==> src/hdl/sls_pkg.sv <==
`timescale 1ns / 1ps

package sls_pkg;

  // Field widths fixed by the interface.
  localparam int REG_BITS     = 20;
  localparam int MODE_BITS    = 2;
  localparam int STEP_BITS    = 16;
  localparam int POS_OUT_BITS = 32;
  localparam int CFG_IDX_BITS = 2;

  // Configuration register indexes.
  localparam logic [CFG_IDX_BITS-1:0] REG_START  = 2'd0;
  localparam logic [CFG_IDX_BITS-1:0] REG_END    = 2'd1;
  localparam logic [CFG_IDX_BITS-1:0] REG_SPLICE = 2'd2;
  localparam logic [CFG_IDX_BITS-1:0] REG_LOOP   = 2'd3;

  // Loop mode codes. The unused fourth code behaves as alternating.
  localparam logic [MODE_BITS-1:0] LOOP_ONE_SHOT  = 2'd0;
  localparam logic [MODE_BITS-1:0] LOOP_REPEAT    = 2'd1;
  localparam logic [MODE_BITS-1:0] LOOP_ALTERNATE = 2'd2;

  // Item command codes.
  localparam logic CMD_ADVANCE = 1'b0;
  localparam logic CMD_RESTART = 1'b1;

  typedef struct packed {
    logic [REG_BITS-1:0]  start_point;
    logic [REG_BITS-1:0]  end_point;
    logic [REG_BITS-1:0]  splice_point;
    logic [MODE_BITS-1:0] loop_mode;
  } sls_cfg_t;

  typedef struct packed {
    logic done;
    logic forward;
  } sls_flags_t;

endpackage

==> src/hdl/sls_cfg.sv <==
`timescale 1ns / 1ps

module sls_cfg #(
  parameter int INDEX_BITS = 20
) (
  input  logic                              clk,
  input  logic                              rst_n,
  input  logic                              cfg_we,
  input  logic [sls_pkg::CFG_IDX_BITS-1:0]  cfg_index,
  input  logic [sls_pkg::REG_BITS-1:0]      cfg_wdata,
  output sls_pkg::sls_cfg_t                 cfg_o
);

  // Index registers keep only the bits that the position format can hold.
  localparam logic [sls_pkg::REG_BITS-1:0] IDX_MASK =
    (INDEX_BITS >= sls_pkg::REG_BITS) ? {sls_pkg::REG_BITS{1'b1}}
                                      : sls_pkg::REG_BITS'((64'd1 << INDEX_BITS) - 64'd1);

  sls_pkg::sls_cfg_t cfg_r;
  sls_pkg::sls_cfg_t cfg_nxt;

  always_comb begin
    cfg_nxt = cfg_r;
    if (cfg_we) begin
      case (cfg_index)
        sls_pkg::REG_START:  cfg_nxt.start_point  = cfg_wdata & IDX_MASK;
        sls_pkg::REG_END:    cfg_nxt.end_point    = cfg_wdata & IDX_MASK;
        sls_pkg::REG_SPLICE: cfg_nxt.splice_point = cfg_wdata & IDX_MASK;
        sls_pkg::REG_LOOP:   cfg_nxt.loop_mode    = cfg_wdata[sls_pkg::MODE_BITS-1:0];
        default:             cfg_nxt = cfg_r;
      endcase
    end
  end

  always_ff @(posedge clk) begin
    if (!rst_n) begin
      cfg_r.start_point  <= '0;
      cfg_r.end_point    <= IDX_MASK;
      cfg_r.splice_point <= '0;
      cfg_r.loop_mode    <= sls_pkg::LOOP_ONE_SHOT;
    end else begin
      cfg_r <= cfg_nxt;
    end
  end

  assign cfg_o = cfg_r;

endmodule

==> src/hdl/sls_step.sv <==
`timescale 1ns / 1ps

module sls_step #(
  parameter int INDEX_BITS = 20,
  parameter int FRAC_BITS  = 12
) (
  input  sls_pkg::sls_cfg_t                  cfg_i,
  input  logic                               mode_i,
  input  logic [sls_pkg::STEP_BITS-1:0]      step_i,
  input  logic                               hold_i,
  input  logic [INDEX_BITS+FRAC_BITS-1:0]    pos_i,
  input  sls_pkg::sls_flags_t                flags_i,
  output logic [INDEX_BITS+FRAC_BITS-1:0]    pos_o,
  output sls_pkg::sls_flags_t                flags_o
);

  localparam int POS_BITS = INDEX_BITS + FRAC_BITS;
  // One spare bit above the wider of position and step catches carries.
  localparam int SUM_BITS =
    ((POS_BITS > sls_pkg::STEP_BITS) ? POS_BITS : sls_pkg::STEP_BITS) + 1;
  localparam logic [SUM_BITS-1:0] POS_MAX = SUM_BITS'({POS_BITS{1'b1}});
  localparam logic [SUM_BITS-1:0] FIX_ONE = SUM_BITS'(1) << FRAC_BITS;

  logic [POS_BITS-1:0] s_q, e_q, sp_q;
  logic [SUM_BITS-1:0] s_w, e_w, sp_w, pos_w, step_w;
  logic [SUM_BITS-1:0] sum_up, next_up, next_dn, next_w;
  logic [SUM_BITS-1:0] lim_up_sum, lim_up, lim_dn, splice_w;
  logic                reverse, upward, reach_end, reach_splice, halt_at_end, repeat_mode;
  logic [SUM_BITS-1:0] res_w;

  assign s_q  = POS_BITS'(cfg_i.start_point)  << FRAC_BITS;
  assign e_q  = POS_BITS'(cfg_i.end_point)    << FRAC_BITS;
  assign sp_q = POS_BITS'(cfg_i.splice_point) << FRAC_BITS;

  assign s_w    = SUM_BITS'(s_q);
  assign e_w    = SUM_BITS'(e_q);
  assign sp_w   = SUM_BITS'(sp_q);
  assign pos_w  = SUM_BITS'(pos_i);
  assign step_w = SUM_BITS'(step_i);

  assign reverse = e_w < s_w;
  assign upward  = flags_i.forward != reverse;

  // Saturating move in the current travel direction.
  assign sum_up  = pos_w + step_w;
  assign next_up = (sum_up > POS_MAX) ? POS_MAX : sum_up;
  assign next_dn = (step_w > pos_w) ? '0 : pos_w - step_w;
  assign next_w  = upward ? next_up : next_dn;

  // The splice point sits at least one sample inside the end point.
  assign lim_up_sum = e_w + FIX_ONE;
  assign lim_up     = (lim_up_sum > POS_MAX) ? POS_MAX : lim_up_sum;
  assign lim_dn     = (e_w < FIX_ONE) ? '0 : e_w - FIX_ONE;
  assign splice_w   = reverse ? ((sp_w > lim_up) ? sp_w : lim_up)
                              : ((sp_w < lim_dn) ? sp_w : lim_dn);

  assign reach_end    = reverse ? (next_w <= e_w) : (next_w >= e_w);
  assign reach_splice = reverse ? (next_w >= splice_w) : (next_w <= splice_w);

  assign halt_at_end = cfg_i.loop_mode == sls_pkg::LOOP_ONE_SHOT;
  assign repeat_mode = cfg_i.loop_mode == sls_pkg::LOOP_REPEAT;

  always_comb begin
    flags_o = flags_i;
    res_w   = pos_w;
    if (mode_i == sls_pkg::CMD_RESTART) begin
      res_w           = s_w;
      flags_o.done    = 1'b0;
      flags_o.forward = 1'b1;
    end else if (!flags_i.done && !hold_i) begin
      if (halt_at_end) begin
        if (reach_end) begin
          flags_o.done = 1'b1;
          res_w        = e_w;
        end else begin
          res_w = next_w;
        end
      end else if (flags_i.forward) begin
        if (reach_end) begin
          if (repeat_mode) begin
            res_w = splice_w;
          end else begin
            flags_o.forward = 1'b0;
            res_w           = e_w;
          end
        end else begin
          res_w = next_w;
        end
      end else if (reach_splice) begin
        flags_o.forward = 1'b1;
        res_w           = splice_w;
      end else begin
        res_w = next_w;
      end
    end
  end

  assign pos_o = POS_BITS'(res_w);

endmodule

==> src/hdl/sample_loop_scanner.sv <==
`timescale 1ns / 1ps
// Data path: an accepted item is loaded into the input register, then passes through
// the combinational step logic into the state/result register once the result side
// does not stall. Throughput: one item per cycle while the result side does not
// stall; the rate is set by the combinational step logic that updates the position
// state register. Reset: synchronous, active low; it empties the pipeline and
// restores registers, position 0, finished 0, forward 1.

module sample_loop_scanner #(
  parameter int INDEX_BITS = 20,
  parameter int FRAC_BITS  = 12
) (
  input  logic                                clk,
  input  logic                                rst_n,
  // Configuration write port.
  input  logic                                cfg_we,
  input  logic [sls_pkg::CFG_IDX_BITS-1:0]    cfg_index,
  input  logic [sls_pkg::REG_BITS-1:0]        cfg_wdata,
  // Input item channel.
  input  logic                                in_valid,
  output logic                                in_stall,
  input  logic                                in_mode,
  input  logic [sls_pkg::STEP_BITS-1:0]       in_pitch_step,
  input  logic                                in_hold,
  // Result item channel.
  output logic                                out_valid,
  input  logic                                out_stall,
  output logic [sls_pkg::POS_OUT_BITS-1:0]    out_position,
  output logic                                out_finished,
  output logic                                out_heading_forward
);

  localparam int POS_BITS = INDEX_BITS + FRAC_BITS;

  // Configuration registers.
  sls_pkg::sls_cfg_t cfg;

  sls_cfg #(
    .INDEX_BITS (INDEX_BITS)
  ) u_cfg (
    .clk       (clk),
    .rst_n     (rst_n),
    .cfg_we    (cfg_we),
    .cfg_index (cfg_index),
    .cfg_wdata (cfg_wdata),
    .cfg_o     (cfg)
  );

  // Input register stage. It holds one item while the result side is stalled,
  // so the channel can take one more item while a finished result waits.
  logic                          s1_valid_r;
  logic                          s1_mode_r;
  logic [sls_pkg::STEP_BITS-1:0] s1_step_r;
  logic                          s1_hold_r;

  // The scanner state doubles as the result register: it only changes when the
  // item in the input stage moves into the (empty or draining) result slot.
  logic [POS_BITS-1:0]  pos_r;
  logic [POS_BITS-1:0]  pos_nxt;
  sls_pkg::sls_flags_t  flags_r;
  sls_pkg::sls_flags_t  flags_nxt;
  logic                 out_valid_r;

  logic out_free;
  logic advance;
  logic in_take;

  assign out_free = !out_valid_r || !out_stall;
  assign advance  = s1_valid_r && out_free;
  assign in_stall = s1_valid_r && !out_free;
  assign in_take  = in_valid && !in_stall;

  sls_step #(
    .INDEX_BITS (INDEX_BITS),
    .FRAC_BITS  (FRAC_BITS)
  ) u_step (
    .cfg_i   (cfg),
    .mode_i  (s1_mode_r),
    .step_i  (s1_step_r),
    .hold_i  (s1_hold_r),
    .pos_i   (pos_r),
    .flags_i (flags_r),
    .pos_o   (pos_nxt),
    .flags_o (flags_nxt)
  );

  always_ff @(posedge clk) begin
    if (!rst_n) begin
      s1_valid_r      <= 1'b0;
      out_valid_r     <= 1'b0;
      pos_r           <= '0;
      flags_r.done    <= 1'b0;
      flags_r.forward <= 1'b1;
    end else begin
      if (in_take) begin
        s1_valid_r <= 1'b1;
      end else if (advance) begin
        s1_valid_r <= 1'b0;
      end
      if (advance) begin
        out_valid_r <= 1'b1;
        pos_r       <= pos_nxt;
        flags_r     <= flags_nxt;
      end else if (out_free) begin
        out_valid_r <= 1'b0;
      end
    end
  end

  // Item payload needs no reset; it is qualified by s1_valid_r.
  always_ff @(posedge clk) begin
    if (in_take) begin
      s1_mode_r <= in_mode;
      s1_step_r <= in_pitch_step;
      s1_hold_r <= in_hold;
    end
  end

  assign out_valid           = out_valid_r;
  assign out_position        = sls_pkg::POS_OUT_BITS'(pos_r);
  assign out_finished        = flags_r.done;
  assign out_heading_forward = flags_r.forward;

endmodule

==> config.mk <==
export PLATFORM = sky130hd
export DESIGN_NAME = sample_loop_scanner
export DESIGN_NICKNAME = d
export VERILOG_FILES = /design/src/hdl/sls_pkg.sv /design/src/hdl/sls_cfg.sv /design/src/hdl/sls_step.sv /design/src/hdl/sample_loop_scanner.sv
export SDC_FILE = /design/constraint.sdc
export NUM_CORES = 1
export LEC_CHECK = 0
export ABC_CLOCK_PERIOD_IN_PS = 8540
export BUFFER_PORTS_ARGS = -buffer_cell sky130_fd_sc_hd__clkbuf_2
export CORE_ASPECT_RATIO = 0.5
export CORE_MARGIN = 2
export CORE_UTILIZATION = 30
export CTS_CLUSTER_SIZE = 40
export DETAILED_ROUTE_END_ITERATION = 7
export HOLD_SLACK_MARGIN = 0.15
export REMOVE_ABC_BUFFERS = 1
export SLEW_MARGIN = 5
export SYNTH_ARGS = -nofsm -noshare
export SYNTH_HDL_FRONTEND = slang
export SYNTH_SLANG_ARGS = --single-unit
==> constraint.sdc <==
create_clock -name clk -period 8.54 [get_ports clk]
set_input_delay 0.427 -clock clk [delete_from_list [all_inputs] [get_ports clk]]
set_output_delay 0.427 -clock clk [all_outputs]
set_load 0.02 [all_outputs]
# After elaboration in Yosys (flattened, before gate mapping)
# Cells that the tools add are included.
[totals]
word_cells = 89
inputBits = 45
output_inout_bits = 36
register_bits = 116
[classes]
add_sub_neg = 4
mux = 31
n_eq_ne = 6
reduce_logical = 25
n_lt_le_gt_ge = 11
[op_table]
columns = ["op", "n"]
rows = [
  ["two-way mux 33 bit", 8],
  ["two-way mux 32 bit", 8],
  ["> comparator 33 x 32 -> 1 bit, second input constant", 2],
  ["adder 32 x 13 -> 33 bit, second input constant", 1],
  ["adder 32 x 16 -> 33 bit", 1],
  ["greater-or-equal comparator 33 x 32 -> 1 bit", 1],
  ["greater-or-equal comparator 33 bit", 1],
  ["> comparator 32 x 33 -> 1 bit", 1],
  ["<= comparator 33 x 32 -> 1 bit", 1],
  ["<= comparator 33 bit", 1],
  ["< comparator 32 x 33 -> 1 bit", 1],
  ["subtractor 32 x 13 -> 33 bit, second input constant", 1],
  ["subtractor 32 x 16 -> 33 bit", 1],
  ["> comparator 16 x 32 -> 1 bit", 1],
  ["< comparator 32 x 13 -> 1 bit, second input constant", 1],
  ["< comparator 32 bit", 1],
  ["two-way mux 1 bit", 13],
  ["AND reduction 2 bit", 5],
  ["nonzero test 2 bit", 5],
  ["zero test 1 bit", 6],
  ["equality test 2 x 1 -> 1 bit, second input constant", 2],
  ["equality test 2 bit, second input constant", 2],
  ["logical AND 1 bit", 4],
  ["zero test 2 bit", 2],
  ["other kinds (6)", 7],
]

# Depth between registers and ports, before layout
[logic_depth]
word_depth = 13
depth_mapped = 35

# By module
# From an unflattened synthesis, not the netlist that was laid out.
[unflattened]
cells_unflattened = 1756
area_unflattened_um2 = 13121.3
[by_module_without_submodules]
columns = ["mod", "area_each_um2", "seq_area_each_um2", "cells_per_inst", "instances"]
rows = [
  ["sls_step", 8674.6, 0.0, 1331, 1],
  ["sls_cfg", 2432.3, 1241.2, 251, 1],
  ["sample_loop_scanner", 2014.4, 1261.2, 174, 1],
]

# Worst setup path before layout
# Ideal clock, no wire load.
[synth_timing]
path_type = "register to register"
startpoint = "reg u_cfg.cfg_r, in the netlist u_cfg.cfg_o[28]"
endpoint = "reg pos_r[10], in the netlist out_position[10]"
period_less_slack_ns = 7.380
path_buffers = 5
stages_incl_launch_ff = 31
t_required_ns = 8.461
setup_ns = 0.079
t_arrival_ns = 7.300
slack_ns = 1.160
cell_sequence = "dfxtp_1 -> clkbuf_1 -> nand4_1 -> or4_1 -> or3_1 -> nor3_1 -> clkbuf_1 -> nor2_1 -> ha_1 -> nand4_1 -> nor4_1 -> inv_1 -> a211o_1 -> a31o_2 -> clkbuf_1 -> nor2_1 -> inv_1 -> ha_1 -> a2111oi_0 -> o21ai_0 -> a221o_1 -> a311oi_1 -> o21ai_0 -> nand3_1 -> o211ai_1 -> inv_1 -> clkbuf_1 -> a31oi_4 -> o31a_1 -> buf_6 -> a211oi_2"
[synth_via]
elab_chain_len = 13
word_cells_on_any_way = 28
classes_between = "add/sub (2); order compare (9); eq/ne (1); mux (16)"
[synth_lines]
columns = ["item", "line", "text"]
rows = [
  ["start: declaration", "sls_cfg.sv:19", "sls_pkg::sls_cfg_t cfg_r;"],
  ["start signal: assignment", "sls_cfg.sv:42", "cfg_r <= cfg_nxt;"],
  ["adder 32 x 13 -> 33 bit", "sls_step.sv:51", "assign lim_up_sum = e_w + FIX_ONE;"],
  ["> comparator 33 x 32 -> 1 bit", "sls_step.sv:52", "assign lim_up = (lim_up_sum > POS_MAX) ? POS_MAX : lim_up_sum;"],
  ["two-way mux 33 bit", "sls_step.sv:52", ""],
  ["> comparator 32 x 33 -> 1 bit", "sls_step.sv:54", "assign splice_w = reverse ? ((sp_w > lim_up) ? sp_w : lim_up)"],
  ["two-way mux 33 bit (2 in series)", "sls_step.sv:54", ""],
  ["<= comparator 33 bit / greater-or-equal comparator 33 bit (equally long branches)", "sls_step.sv:58", "assign reach_splice = reverse ? (next_w >= splice_w) : (next_w <= splice_w);"],
  ["two-way mux 1 bit", "sls_step.sv:58", ""],
  ["two-way mux 32 bit", "sls_step.sv:89", "end else if (reach_splice) begin"],
  ["two-way mux 32 bit", "sls_step.sv:78", "end else if (flags_i.forward) begin"],
  ["two-way mux 32 bit (*)", "sls_step.sv:71", "if (halt_at_end) begin"],
  ["two-way mux 32 bit (*)", "sls_step.sv:70", "end else if (!flags_i.done && !hold_i) begin"],
  ["two-way mux 32 bit (*)", "sls_step.sv:66", "if (mode_i == sls_pkg::CMD_RESTART) begin"],
  ["end signal: assignment", "sample_loop_scanner.sv:102", "pos_r <= pos_nxt;"],
  ["end: declaration", "sample_loop_scanner.sv:58", "logic [POS_BITS-1:0] pos_r;"],
]
# Mark *: on every way between the ends. The rest lies on a longest branch, timed or not. The select of a mux whose other input is x is not followed.
# A chain may end at the register's enable or synchronous reset.

# Final worst setup path
[layout_timing]
startpoint = "reg u_cfg.cfg_r, in the netlist u_cfg.cfg_o[22]"
endpoint = "reg pos_r[0], in the netlist out_position[0]"
# The elaborated chain is that of the path after synthesis.

==> results.sh <==
export IMPL_status="finished, final reports clean"
export IMPL_critPathCaptureType="register"
export IMPL_dp_cells=2208
export IMPL_clk_path_buf_depth=2
export IMPL_antenna_found_initial=1
export IMPL_grt_use_total_pct=21.3
export IMPL_cap_violations=0
export IMPL_io_pins=81
export IMPL_drive_gt1_share_pct=12.9
export IMPL_tns_ps=0
export IMPL_ys_ff_latch=116
export IMPL_dp_hpwl_um=35500
export IMPL_layout_common_cells="217 x nand2_1, 145 x ha_1, 120 x nor2_1"
export IMPL_synth_area_per_cell_um2=7.41
export IMPL_fmax_mhz=127
export IMPL_diodes=0
export IMPL_crit_buf_inv=3
export IMPL_ys_types=93
export IMPL_numPortBuffers=80
export IMPL_period_needed_ps=7890
export IMPL_worst_setup_path_type="reg2reg"
export IMPL_dieHeight_um=146
export IMPL_routedWlPerCell_um=20.5
export IMPL_drtIter0Drc=1430
export IMPL_skew_ps=19.2
export IMPL_cts_root_buffer="clkbuf_16"
export IMPL_antenna_left=0
export IMPL_wirelength_um=46100
export IMPL_grt_pass1_wl_um=70600
export IMPL_grt_pass1_vias=12300
export IMPL_ys_flop_type="dfxtp_1"
export IMPL_grt_max_degree=57
export IMPL_p_leak_nw=5.94
export IMPL_grt_overflow_total=0
export IMPL_vias=13100
export IMPL_netlist_instances=1644
export IMPL_cp_top_family="compound AO/OA/AOI/OAI gates"
export IMPL_crit_arrival_ps=8250
export IMPL_cpMaxStageDelayCell="or4_1"
export IMPL_powerDensity_nw_per_um2=157
export IMPL_slew_headroom_pct=43.4
export IMPL_rsz0062_at_grt="false"
export IMPL_firstDrtPassIters=7
export IMPL_path_clk_slew_ps=60
export IMPL_place_gp_congestion=0.977
export IMPL_synth_seq_area_share_pct=20.5
export IMPL_die_area_um2=42300
export IMPL_cp_data_required_time_ps=8900
export IMPL_path_common_cell="a21oi_1"
export IMPL_worstMarginPinSlew_ps=828
export IMPL_final_hold_viol_count=0
export IMPL_slowest_delay_ps=630
export IMPL_path_max_fanout=18
export IMPL_stdcell_count=2251
export IMPL_die_x_um=289
export IMPL_design_core_area_um2=40200
export IMPL_finalMaxSlewViolations=0
export IMPL_synthToLayoutAreaGrowth_pct=14.0
export IMPL_final_nets=1890
export IMPL_netlist_area_um2=12200
export IMPL_critPathLaunchType="register"
export IMPL_clk_latency_ps=450
export IMPL_cts_buffers=17
export IMPL_setup_viol=0
export IMPL_min_path_type="in2reg"
export IMPL_h_tree_depth=4
export IMPL_drc=0
export IMPL_fp_row_count=52
export IMPL_ys_warn_count=0
export IMPL_vdd_ir_drop_max_v=0.000146
export IMPL_nFillCells=4303
export IMPL_cts_tree="yes"
export IMPL_synth_edf_count=18
export IMPL_clock_sinks=116
export IMPL_ys_async_sr_fraction_pct=0
export IMPL_start_util_pct=30.3
export IMPL_via_per_inst=5.81
export IMPL_mostFrequentLayoutCell="nand2_1"
export IMPL_finalCritPeriodShare_pct=92.4
==> registers in the layout, indices dropped and copies added (netlist names) <==
name / cells
s1_step_r: 16
s1_hold_r: 1
u_cfg.cfg_o: 62
out_position: 32
out_heading_forward: 1
s1_valid_r: 1
s1_mode_r: 1
out_valid: 1
out_finished: 1
==> power by group <==
group | internal (mW) | switching [mW]
Clock | 0.437 | 0.312
Combinational | 0.297 | 0.501
Sequential | 0.584 | 0.0471
Total | 1.32 | 0.860
==> metrics by stage <==
stage	setup WS, ps	hold slack, ps	instance area, um^2	utilization (%)	total power, mW
2_1_floorplan	675	451	11800	-	1.15
3_3_place_gp	491	470	13200	32.8	1.41
3_5_place_dp	424	483	13200	32.8	1.41
4_1_cts	370	150	13900	34.5	2.16
5_1_grt	123	159	13900	34.6	2.28
6_report	648	166	13900	34.6	2.18
==> cells in the mapped netlist, types with 19 or more instances <==
cell type	instances	area, um^2
nand2_1	217	815
ha_1	145	1810
nor2_1	120	450
inv_1	103	387
dfxtp_1	98	1960
o21ai_0	98	490
a21oi_1	92	460
clkbuf_1	81	304
nand3_1	53	265
a21boi_0	45	338
o211ai_1	41	308
nor3_1	40	200
a211oi_1	34	255
xnor2_1	31	272
nand4_1	24	150
nand2b_1	22	138
or3_1	21	131
o22ai_1	20	125
a21o_1	19	143
==> worst reg2reg max path, delay by kind of cell (launching register included) <==
kind	cells	cell delay, ps
buffers and inverters	3	520
AO/OA/AOI/OAI	17	3860
adder cells (fa/ha/maj)	2	640
flip-flops	1	440
AND/OR/NAND/NOR	6	2350
==> repair_timing <==
| item | in CTS | in global routing |
|---|---|---|
| buffers inserted | 0 | 0 |
| endpoints found under the hold margin | 11 | 0 |
| hold buffers | 11 | 0 |
| setup endpoints to repair | 0 | 19 |
| resized for setup | 0 | 5 |
==> logic make-up after synthesis <==
family / share of synthesized area [%]
other: 0.0308
adder cells (fa/ha/maj): 15.2
flip-flops: 20.5
AND/OR/NAND/NOR: 23.7
XOR/XNOR: 2.59
multiplexers: 0.945
buffers and inverters: 6.72
AO/OA/AOI/OAI: 30.3
==> per-layer routing <==
layer	wire length [um]	vias to the layer above	track usage, %	part of all wire (%)
met5	0	-	0	0
met4	1790	0	8.76	3.9
met3	3470	121	3.56	7.5
met2	20700	606	34.7	45
met1	20100	6184	27.9	44
li1	-	6169	-	-
==> final timing paths <==
kind	depth (start not counted)	slack [ps]	startpoint	endpoint
max	28	650	u_cfg.cfg_o[22]	out_position[0]
min	1	170	in_pitch_step[4]	s1_step_r[4]
min reg2reg	2	490	u_cfg.cfg_o[49]	u_cfg.cfg_o[49]
max reg2reg	28	650	u_cfg.cfg_o[22]	out_position[0]
==> area by class of cell <==
class                      count  area, um^2  share of cell area (%)
sequential                   116        2500                    18.0
timing repair buffer         136         848                    6.11
clock inverter                12         115                   0.829
tap                          540         676                    4.86
clock buffer                  20         478                    3.44
multi-input combinational   1322        8880                    63.9
inverter                     105         394                    2.84
Power figures use the tool's default switching activity.
